$ cat src/hw/rtl/risp_pkg.sv
// Shared types, constants and character helpers for the radix integer string parser.
`timescale 1ns / 1ps

package risp_pkg;

    // Default sizing of the parser
    localparam int MAX_CHARS_DEF     = 1024;
    localparam int HIGHEST_RADIX_DEF = 36;

    // Fixed field widths
    localparam int CH_W    = 8;
    localparam int DATA_W  = 64;
    localparam int RADIX_W = 6;
    localparam int STOP_W  = 11;
    localparam int CFG_W   = 2;

    // Well-known bases
    localparam logic [RADIX_W-1:0] RADIX_AUTO  = 6'd0;
    localparam logic [RADIX_W-1:0] RADIX_BIN   = 6'd2;
    localparam logic [RADIX_W-1:0] RADIX_OCT   = 6'd8;
    localparam logic [RADIX_W-1:0] RADIX_DEC   = 6'd10;
    localparam logic [RADIX_W-1:0] RADIX_HEX   = 6'd16;
    localparam logic [RADIX_W-1:0] RADIX_RESET = RADIX_DEC;

    // Configuration register indexes
    localparam logic [CFG_W-1:0] CFG_RADIX          = 2'd0;
    localparam logic [CFG_W-1:0] CFG_MAX_VALUE      = 2'd1;
    localparam logic [CFG_W-1:0] CFG_OVERFLOW_VALUE = 2'd2;

    // Characters of interest
    localparam logic [CH_W-1:0] CH_TAB    = 8'h09;
    localparam logic [CH_W-1:0] CH_CR     = 8'h0D;
    localparam logic [CH_W-1:0] CH_SPACE  = 8'h20;
    localparam logic [CH_W-1:0] CH_PLUS   = 8'h2B;
    localparam logic [CH_W-1:0] CH_MINUS  = 8'h2D;
    localparam logic [CH_W-1:0] CH_ZERO   = 8'h30;
    localparam logic [CH_W-1:0] CH_NINE   = 8'h39;
    localparam logic [CH_W-1:0] CH_UP_A   = 8'h41;
    localparam logic [CH_W-1:0] CH_UP_B   = 8'h42;
    localparam logic [CH_W-1:0] CH_UP_X   = 8'h58;
    localparam logic [CH_W-1:0] CH_UP_Z   = 8'h5A;
    localparam logic [CH_W-1:0] CH_LO_A   = 8'h61;
    localparam logic [CH_W-1:0] CH_LO_B   = 8'h62;
    localparam logic [CH_W-1:0] CH_LO_X   = 8'h78;
    localparam logic [CH_W-1:0] CH_LO_Z   = 8'h7A;

    // Value reported for a byte that is no digit at all
    localparam logic [6:0] DIGIT_NONE = 7'd99;

    typedef enum logic [2:0] {
        PH_SKIP,
        PH_SIGNED,
        PH_ZERO,
        PH_PREFIX,
        PH_DIGITS,
        PH_DONE
    } t_phase;

    typedef enum logic [1:0] {
        ST_OK,
        ST_NO_DIGITS,
        ST_OVERFLOW,
        ST_BAD_BASE
    } t_status;

    typedef struct packed {
        logic [CH_W-1:0] ch;
        logic            last;
    } t_in_item;

    typedef struct packed {
        logic [DATA_W-1:0] magnitude;
        logic              negative;
        t_status           status;
        logic [STOP_W-1:0] stop_index;
    } t_out_item;

    // Digit worth of a byte, case-insensitive letters worth 10..35
    function automatic logic [6:0] digit_value(logic [CH_W-1:0] c);
        logic [6:0] v;
        if (c >= CH_ZERO && c <= CH_NINE) begin
            v = 7'(c - CH_ZERO);
        end else if (c >= CH_LO_A && c <= CH_LO_Z) begin
            v = 7'(c - CH_LO_A + 8'd10);
        end else if (c >= CH_UP_A && c <= CH_UP_Z) begin
            v = 7'(c - CH_UP_A + 8'd10);
        end else begin
            v = DIGIT_NONE;
        end
        return v;
    endfunction

    function automatic logic base_ok(logic [RADIX_W-1:0] b, int hi);
        return (b >= RADIX_BIN) && (int'(b) <= hi);
    endfunction

    function automatic logic is_digit_of(logic [CH_W-1:0] c, logic [RADIX_W-1:0] b, int hi);
        return base_ok(b, hi) && (digit_value(c) < {1'b0, b});
    endfunction

endpackage

$ cat src/hw/rtl/radix_integer_string_parser_unit.sv
// Top level of the streaming radix integer string parser.
//
//  channel | direction | handshake             | payload
//  --------+-----------+-----------------------+------------------------------------------
//  in      | input     | i_in_valid/o_in_ready | i_in_data  (t_in_item: ch, last)
//  out     | output    | o_out_valid/i_out_ready| o_out_data (magnitude, negative, status,
//          |           |                       |             stop_index)
//  cfg     | input     | i_cfg_valid/o_cfg_ready| i_cfg_index, i_cfg_data
//
//  One character per cycle unless a last character stalls: a transaction enters the input register,
//  is parsed there, and a string result is in the output register at the edge that ends its parse.
//  The clock is set by the accumulator loop: one 64x6 multiply-add and a 71-bit compare.
//  A string result waits in the output register; only a last character stalls behind it.
//  Reset (synchronous, active low) restores radix 10, all-ones limits and empty parse state.
//  Configuration writes are taken in every cycle.
`timescale 1ns / 1ps

module radix_integer_string_parser_unit
    import risp_pkg::*;
#(
    parameter int MAX_CHARS     = MAX_CHARS_DEF,
    parameter int HIGHEST_RADIX = HIGHEST_RADIX_DEF
) (
    input  logic              i_clk,
    input  logic              i_rst_n,
    input  logic              i_in_valid,
    output logic              o_in_ready,
    input  t_in_item          i_in_data,
    output logic              o_out_valid,
    input  logic              i_out_ready,
    output t_out_item         o_out_data,
    input  logic              i_cfg_valid,
    output logic              o_cfg_ready,
    input  logic [CFG_W-1:0]  i_cfg_index,
    input  logic [DATA_W-1:0] i_cfg_data
);

    localparam int                POS_W   = $clog2(MAX_CHARS + 1);
    localparam logic [POS_W-1:0] POS_MAX = POS_W'(MAX_CHARS);
    localparam int                MAC_W   = DATA_W + RADIX_W + 1;

    // Configuration registers
    logic [RADIX_W-1:0] r_radix;
    logic [DATA_W-1:0]  r_max_value;
    logic [DATA_W-1:0]  r_overflow_value;

    // Input and output registers
    logic      r_in_valid, n_in_valid;
    t_in_item  r_in, n_in;
    logic      r_out_valid, n_out_valid;
    t_out_item r_out, n_out;

    // Per-string parse state
    t_phase             r_phase, n_phase;
    logic               r_minus, n_minus;
    logic [RADIX_W-1:0] r_base, n_base;
    logic [DATA_W-1:0]  r_acc, n_acc;
    logic               r_any_digit, n_any_digit;
    logic               r_overflowed, n_overflowed;
    logic [POS_W-1:0]   r_char_pos, n_char_pos;
    logic [POS_W-1:0]   r_stop_pos, n_stop_pos;

    // Phase walk results
    t_phase             w_phase;
    logic [RADIX_W-1:0] w_base;
    logic               w_sign_hit;
    logic               w_zero_hit;
    logic               w_digit_hit;

    logic               w_advance;
    logic [CH_W-1:0]    w_ch;
    logic [MAC_W-1:0]   w_mac;
    logic               w_mac_over;
    logic [POS_W-1:0]   w_next_pos;
    logic [RADIX_W-1:0] w_final_base;
    t_out_item          w_result;

    assign w_ch        = r_in.ch;
    assign w_advance   = r_in_valid && (!r_in.last || !r_out_valid || i_out_ready);
    assign o_in_ready  = !r_in_valid || w_advance;
    assign o_out_valid = r_out_valid;
    assign o_out_data  = r_out;
    assign o_cfg_ready = 1'b1;

    // Write configuration registers
    always_ff @(posedge i_clk) begin
        if (!i_rst_n) begin
            r_radix          <= RADIX_RESET;
            r_max_value      <= '1;
            r_overflow_value <= '1;
        end else if (i_cfg_valid) begin
            case (i_cfg_index)
                CFG_RADIX:          r_radix          <= i_cfg_data[RADIX_W-1:0];
                CFG_MAX_VALUE:      r_max_value      <= i_cfg_data;
                CFG_OVERFLOW_VALUE: r_overflow_value <= i_cfg_data;
                default: ;
            endcase
        end
    end

    // Walk the phases for the current character (next-state logic)
    always_comb begin
        t_phase             ph;
        logic [RADIX_W-1:0] b;
        logic               handled;
        ph          = r_phase;
        b           = r_base;
        handled     = 1'b0;
        w_sign_hit  = 1'b0;
        w_zero_hit  = 1'b0;
        w_digit_hit = 1'b0;

        if (ph == PH_SKIP) begin
            if (w_ch == CH_SPACE || (w_ch >= CH_TAB && w_ch <= CH_CR)) begin
                handled = 1'b1;
            end else if (w_ch == CH_PLUS || w_ch == CH_MINUS) begin
                w_sign_hit = 1'b1;
                ph         = PH_SIGNED;
                handled    = 1'b1;
            end else begin
                ph = PH_SIGNED;
            end
        end

        if (!handled && ph == PH_SIGNED) begin
            if (w_ch == CH_ZERO && (r_radix == RADIX_AUTO || r_radix == RADIX_BIN ||
                                    r_radix == RADIX_HEX)) begin
                w_zero_hit = 1'b1;
                b          = (r_radix == RADIX_AUTO) ? RADIX_OCT : r_radix;
                ph         = PH_ZERO;
                handled    = 1'b1;
            end else begin
                b  = (r_radix == RADIX_AUTO) ? RADIX_DEC : r_radix;
                ph = PH_DIGITS;
            end
        end

        if (!handled && ph == PH_ZERO) begin
            if ((r_radix == RADIX_AUTO || r_radix == RADIX_BIN) &&
                (w_ch == CH_LO_B || w_ch == CH_UP_B)) begin
                b       = RADIX_BIN;
                ph      = PH_PREFIX;
                handled = 1'b1;
            end else if ((r_radix == RADIX_AUTO || r_radix == RADIX_HEX) &&
                         (w_ch == CH_LO_X || w_ch == CH_UP_X)) begin
                b       = RADIX_HEX;
                ph      = PH_PREFIX;
                handled = 1'b1;
            end else begin
                ph = PH_DIGITS;
            end
        end

        // A prefix with no digit behind it backs up to the lone zero
        if (!handled && ph == PH_PREFIX) begin
            if (is_digit_of(w_ch, b, HIGHEST_RADIX)) begin
                ph = PH_DIGITS;
            end else begin
                ph      = PH_DONE;
                handled = 1'b1;
            end
        end

        if (!handled && ph == PH_DIGITS) begin
            if (is_digit_of(w_ch, b, HIGHEST_RADIX)) begin
                w_digit_hit = 1'b1;
            end else begin
                ph = PH_DONE;
            end
        end

        w_phase = ph;
        w_base  = b;
    end

    // Multiply-add one digit and check it against the limit
    assign w_mac      = ({(RADIX_W + 1)'(0), r_acc} * MAC_W'(w_base))
                        + MAC_W'(digit_value(w_ch));
    assign w_mac_over = w_mac > {(RADIX_W + 1)'(0), r_max_value};
    assign w_next_pos = (r_char_pos >= POS_MAX) ? POS_MAX : r_char_pos + 1'b1;

    // Updated string state and the result it gives (output logic)
    always_comb begin
        logic               s_minus;
        logic [DATA_W-1:0]  s_acc;
        logic               s_any;
        logic               s_ovf;
        logic [POS_W-1:0]   s_stop;
        s_minus = w_sign_hit ? (w_ch == CH_MINUS) : r_minus;
        s_any   = r_any_digit | w_zero_hit | w_digit_hit;
        s_ovf   = r_overflowed | (w_digit_hit & w_mac_over);
        s_stop  = (w_zero_hit || w_digit_hit) ? w_next_pos : r_stop_pos;
        if (w_zero_hit) begin
            s_acc = '0;
        end else if (w_digit_hit && !r_overflowed && !w_mac_over) begin
            s_acc = w_mac[DATA_W-1:0];
        end else begin
            s_acc = r_acc;
        end

        w_final_base = (w_phase == PH_SKIP || w_phase == PH_SIGNED)
                       ? ((r_radix == RADIX_AUTO) ? RADIX_DEC : r_radix)
                       : w_base;

        w_result = '{magnitude: '0, negative: 1'b0, status: ST_OK, stop_index: '0};
        if (!base_ok(w_final_base, HIGHEST_RADIX)) begin
            w_result.status = ST_BAD_BASE;
        end else if (!s_any) begin
            w_result.status = ST_NO_DIGITS;
        end else if (s_ovf) begin
            w_result.magnitude  = r_overflow_value;
            w_result.status     = ST_OVERFLOW;
            w_result.stop_index = STOP_W'(s_stop);
        end else begin
            w_result.magnitude  = s_acc;
            w_result.negative   = s_minus;
            w_result.stop_index = STOP_W'(s_stop);
        end

        // Hold by default
        n_phase      = r_phase;
        n_minus      = r_minus;
        n_base       = r_base;
        n_acc        = r_acc;
        n_any_digit  = r_any_digit;
        n_overflowed = r_overflowed;
        n_char_pos   = r_char_pos;
        n_stop_pos   = r_stop_pos;
        n_out        = r_out;
        n_out_valid  = r_out_valid && !i_out_ready;

        if (w_advance) begin
            if (r_in.last) begin
                // Emit the result and clear the string state
                n_out        = w_result;
                n_out_valid  = 1'b1;
                n_phase      = PH_SKIP;
                n_minus      = 1'b0;
                n_base       = '0;
                n_acc        = '0;
                n_any_digit  = 1'b0;
                n_overflowed = 1'b0;
                n_char_pos   = '0;
                n_stop_pos   = '0;
            end else begin
                n_phase      = w_phase;
                n_minus      = s_minus;
                n_base       = w_base;
                n_acc        = s_acc;
                n_any_digit  = s_any;
                n_overflowed = s_ovf;
                n_char_pos   = w_next_pos;
                n_stop_pos   = s_stop;
            end
        end

        // Capture the next input transaction
        n_in_valid = r_in_valid && !w_advance;
        n_in       = r_in;
        if (i_in_valid && o_in_ready) begin
            n_in_valid = 1'b1;
            n_in       = i_in_data;
        end
    end

    // Control and state registers
    always_ff @(posedge i_clk) begin
        if (!i_rst_n) begin
            r_in_valid   <= 1'b0;
            r_out_valid  <= 1'b0;
            r_phase      <= PH_SKIP;
            r_minus      <= 1'b0;
            r_base       <= '0;
            r_acc        <= '0;
            r_any_digit  <= 1'b0;
            r_overflowed <= 1'b0;
            r_char_pos   <= '0;
            r_stop_pos   <= '0;
        end else begin
            r_in_valid   <= n_in_valid;
            r_out_valid  <= n_out_valid;
            r_phase      <= n_phase;
            r_minus      <= n_minus;
            r_base       <= n_base;
            r_acc        <= n_acc;
            r_any_digit  <= n_any_digit;
            r_overflowed <= n_overflowed;
            r_char_pos   <= n_char_pos;
            r_stop_pos   <= n_stop_pos;
        end
    end

    // Payload registers
    always_ff @(posedge i_clk) begin
        r_in  <= n_in;
        r_out <= n_out;
    end

endmodule

$ cat config.mk
export PLATFORM = sky130hd
export DESIGN_NAME = radix_integer_string_parser_unit
export DESIGN_NICKNAME = d
export VERILOG_FILES = /design/src/hw/rtl/risp_pkg.sv /design/src/hw/rtl/radix_integer_string_parser_unit.sv
export SDC_FILE = /design/constraint.sdc
export NUM_CORES = 2
export LEC_CHECK = 0
export BUFFER_PORTS_ARGS = -buffer_cell sky130_fd_sc_hd__buf_4
export CAP_MARGIN = 0
export CELL_PAD_IN_SITES_DETAIL_PLACEMENT = 2
export CELL_PAD_IN_SITES_GLOBAL_PLACEMENT = 2
export CORE_MARGIN = 1
export CORE_UTILIZATION = 40
export CTS_CLUSTER_DIAMETER = 60
export DETAILED_ROUTE_END_ITERATION = 10
export PLACE_DENSITY = 0.9
export SETUP_SLACK_MARGIN = 0.05
export SLEW_MARGIN = 20
export SYNTH_ARGS = -nofsm -noshare
export SYNTH_HDL_FRONTEND = slang
export SYNTH_SLANG_ARGS = --single-unit
$ cat constraint.sdc
create_clock -name i_clk -period 13.4 [get_ports i_clk]
set_input_delay 0.67 -clock i_clk [delete_from_list [all_inputs] [get_ports i_clk]]
set_output_delay 0.67 -clock i_clk [all_outputs]
set_load 0.1 [all_outputs]
==> impl_results.md <==
* Final setup fails at 0
* CORE AREA at 69900 sq um
* Synth-to-Final Area Change at 12.5%
* Initial antenna violation count at 0
* Post-synth EDFFs at 87
* Die height at 268 um
* Final wirelength at between 100000 and 150000 um
* Sequential cell area at around 7300 sq um
* Post-DP HPWL at between 80000 and 90000 um
* Setup crit start kind: register
* Register area share after synthesis at 25.9%
* Placed cell areas at 30100 sq um
* Outcome: finished clean
* Peak Freq at about 77 MHz
* Headroom to the max-slew limit at 34.4%
* Crit-path max FO at 40
* Full die area at 71600 sq um
* Synthesis Warnings at 0
* Drt first pass iters at 5
* # IOs at around 160
* #FFs+latches synth at about 320
* CTS Sinks at 321
* Top_reg_cell synth: dfxtp_1
* TNS Setup at 0 ns
* Hold_buf cts at 0
* Maxcap violations at 0
* Non-filler cells, final at 4211
* Number of global-route vias before repair at 29.2k
* CP Class: register to register
* Met3 usage in global routing at around 4.6%
* Multi-input gate area at between 15000 and 20000 sq um
* Final period util at 96.8%
* Fin crit period at about 13 ns
* Largest net degree at the start of global routing at 77
* Syn Nets at 3733
* CP max stage delay at 0.63 ns
* Worst path required time at 13.84 ns
* GRT met1 Usage at 36.8%
* Clock buffer depth at 3
* Syn Inst Count at 3170
* Min Hold Slack at approximately 0.22 ns
* Synth unique cells at 85
* Most frequent CP cell: ha_1
* Post-route ant nets at 0
* Cell area after layout at about 32000 sq um
* Largest area contributor in the netlist: fa_1
* Worst-path clk slew at 0.06 ns
* Worst Hold Class: primary input to register
* GP Congestion at 0.915
* Row cnt at between 90 and 100
* Via/cell ratio at 6.00
* Place WS at 0.512 ns
* Initial Util at 40.4%
* Fin worst setup slack at 0.432 ns
* Post-Syn Area per Cell at 8.90 sq um
* Drt wl/cell at around 27 um
* Met2 Resource Use GR at 57.4%
* Final antenna diode count at 0
* Max-slew violations at 0
* Die Width at between 200 and 300 um
* Global Route Usage Sum at about a third
* Clock Latency Late Sink at 0.63 ns
* Pleak at 15.0 nW
* Worst Max-Slew Pin Slew at 0.984 ns
* CTS tree: built
* Gr busiest metal: met2
* Top post-synthesis cells by area: fa_1 (18%), dfxtp_1 (17%), ha_1 (10%)
* Unrepaired setup endpoints after global routing: no
* Final hold viol count at 0
* Total congestion overflow at 0
* Via Count at 25.3k
* Layout cells sized above 1 at 11.1%
* Critical Path AT at 13.41 ns
* Peak supply drop at 0.0898 mV
* Initial DRC count at 1739
* Final net count at between 3k and 4k
* Pwr/cell area at 80.6 nW/um^2
* Total CTS buffers at 44
* DP Cell Count at just over 4k
* Layout Skew at 0.0499 ns
* Fraction of registers with async set or reset after synthesis at 0%
* Drt drc at 0
* Clock Tree Root: clkbuf_16
* H-tree depth at 2
* First-pass GRT wire length at 176000 um
* Yosys top cell area share at 18.0%
* Crit. End Element: register
* Slowest-stage cell, CP: or3_4
* Fillers at 7565
* Port bufs at 159
* Mapped Area at about 28000 sq um
==> layout by cell type (no fill, tap or decap), types with 11 or more instances in the layout <==
master     netlist  layout
o21ai_0         91      90
a21o_1          24      24
nor2b_1         11      11
nand3_1         91      91
o2bb2ai_2       60      60
a2bb2o_1        57      57
o211ai_1        79      79
o21a_1          15      15
nor4_1          11      11
nand2b_1        14      14
nand2_1        449     448
edfxtp_1        87      87
inv_1          322     321
buf_4            2     189
and3_1          19      19
dfxtp_1        234     234
o21bai_1        13      13
nor2_1         367     365
a211oi_1        17      17
mux2i_1         83      82
clkbuf_16        0      45
xor2_1          28      28
nand4_1         42      42
a21oi_1        137     137
nor3_1          22      21
fa_1           253     253
and2_1          23      23
xnor2_1         42      41
ha_1           230     230
a22oi_1         29      29
==> Yosys cell counts (15+ instances only) <==
| library cell | instances |
|---|---|
| xor2_1 | 28 |
| o21a_1 | 15 |
| buf_2 | 19 |
| nand4_1 | 42 |
| a21o_1 | 24 |
| o21ai_0 | 91 |
| fa_1 | 253 |
| o2bb2ai_2 | 60 |
| a211oi_1 | 17 |
| edfxtp_1 | 87 |
| a22oi_1 | 29 |
| clkbuf_1 | 127 |
| a2bb2o_1 | 57 |
| a21oi_1 | 137 |
| nor2_1 | 367 |
| o211ai_1 | 79 |
| ha_1 | 230 |
| nand2_1 | 449 |
| nand3_1 | 91 |
| xnor2_1 | 42 |
| inv_1 | 322 |
| dfxtp_1 | 234 |
| mux2i_1 | 83 |
| and2_1 | 23 |
| nor3_1 | 22 |
| and3_1 | 19 |
==> metal layers <==
layer | part of all wire [%] | vias to the layer above
met1 | 39 | 13100
met5 | 0 | -
met3 | 4.6 | 376
met4 | 5.6 | 0
met2 | 51 | 866
li1 | - | 10900
==> final timing paths <==
path / to / start / cells after the start / slack, ns
setup / recovery: o_out_data[54]$_SDFFCE_PN0P_ / w_ch[1]$_DFFE_PP_ / 38 / 0.43
hold / removal: w_ch[3]$_DFFE_PP_ / i_in_data[4] / 1 / 0.22
setup reg to reg: o_out_data[54]$_SDFFCE_PN0P_ / w_ch[1]$_DFFE_PP_ / 38 / 0.43
hold reg to reg: r_overflow_value[63]$_SDFFE_PN1P_ / r_overflow_value[63]$_SDFFE_PN1P_ / 2 / 0.49
==> final cells by class <==
class                           instances  share of cell area, %
Clock buffer                           57                   3.85
Clock inverter                         24                   1.04
Inverter                              327                   3.90
Multi-Input combinational cell       2351                   59.9
Sequential cell                       321                   23.0
Tap cell                              940                   3.71
Timing Repair Buffer                  191                   4.60
==> worst max-delay path: cells and delay by family, from the launching register on <==
family | cells | cell delay, ns
adders and majority gates | 7 | 2.88
muxes | 1 | 0.58
AOI/OAI and AO/OA | 14 | 3.78
DFF | 1 | 0.47
xor gates and xnor gates | 1 | 0.55
buffers and inverters | 5 | 1.47
and+or+nand+nor | 10 | 2.97
==> registers in the layout, summed over array words and instances, names as in the netlist <==
| signal | flops |
|---|---|
| o_out_data | 78 |
| r_phase | 3 |
| r_any_digit | 1 |
| r_radix | 6 |
| r_overflowed | 1 |
| w_ch | 8 |
| r_in_valid | 1 |
| r_acc | 64 |
| r_minus | 1 |
| r_char_pos | 11 |
| r_overflow_value | 64 |
| r_in | 1 |
| r_base | 6 |
| r_stop_pos | 11 |
| r_max_value | 64 |
| o_out_valid | 1 |
==> where the power goes <==
part	total, mW	switching (mW)	leakage [nW]	internal [mW]
combinational	0.253	0.184	11.5	0.0693
clock	1.26	0.524	0.755	0.736
sequential	1.05	0.0225	2.75	1.02
total	2.56	0.731	15.0	1.83
==> logic make-up after synthesis <==
| kind of cell | count (synthesis) | share of synthesized area (%) |
|---|---|---|
| AND/OR/NAND/NOR | 1099 | 17.0 |
| other | 1 | 0.0133 |
| multiplexers | 86 | 3.06 |
| adder cells (fa/ha/maj) | 483 | 28.2 |
| flip-flops | 321 | 25.9 |
| XOR/XNOR | 70 | 2.17 |
| AO/OA/AOI/OAI | 612 | 16.7 |
| buffers and inverters | 498 | 7.03 |
==> what timing repair did <==
| action | in CTS | in global routing |
|---|---|---|
| setup endpoints to repair | 0 | 125 |
| buffers inserted | 0 | 0 |
| gates resized for setup | 0 | 10 |
==> stage by stage <==
step	util, %	total power, mW
after global routing	45.4	2.63
final	45.4	2.56
after CTS	45.3	2.58
after detailed placement	43.1	1.31
after floorplan	-	1.21
after global placement	43.1	1.29
Note: power is estimated with default switching activity, not from simulation.
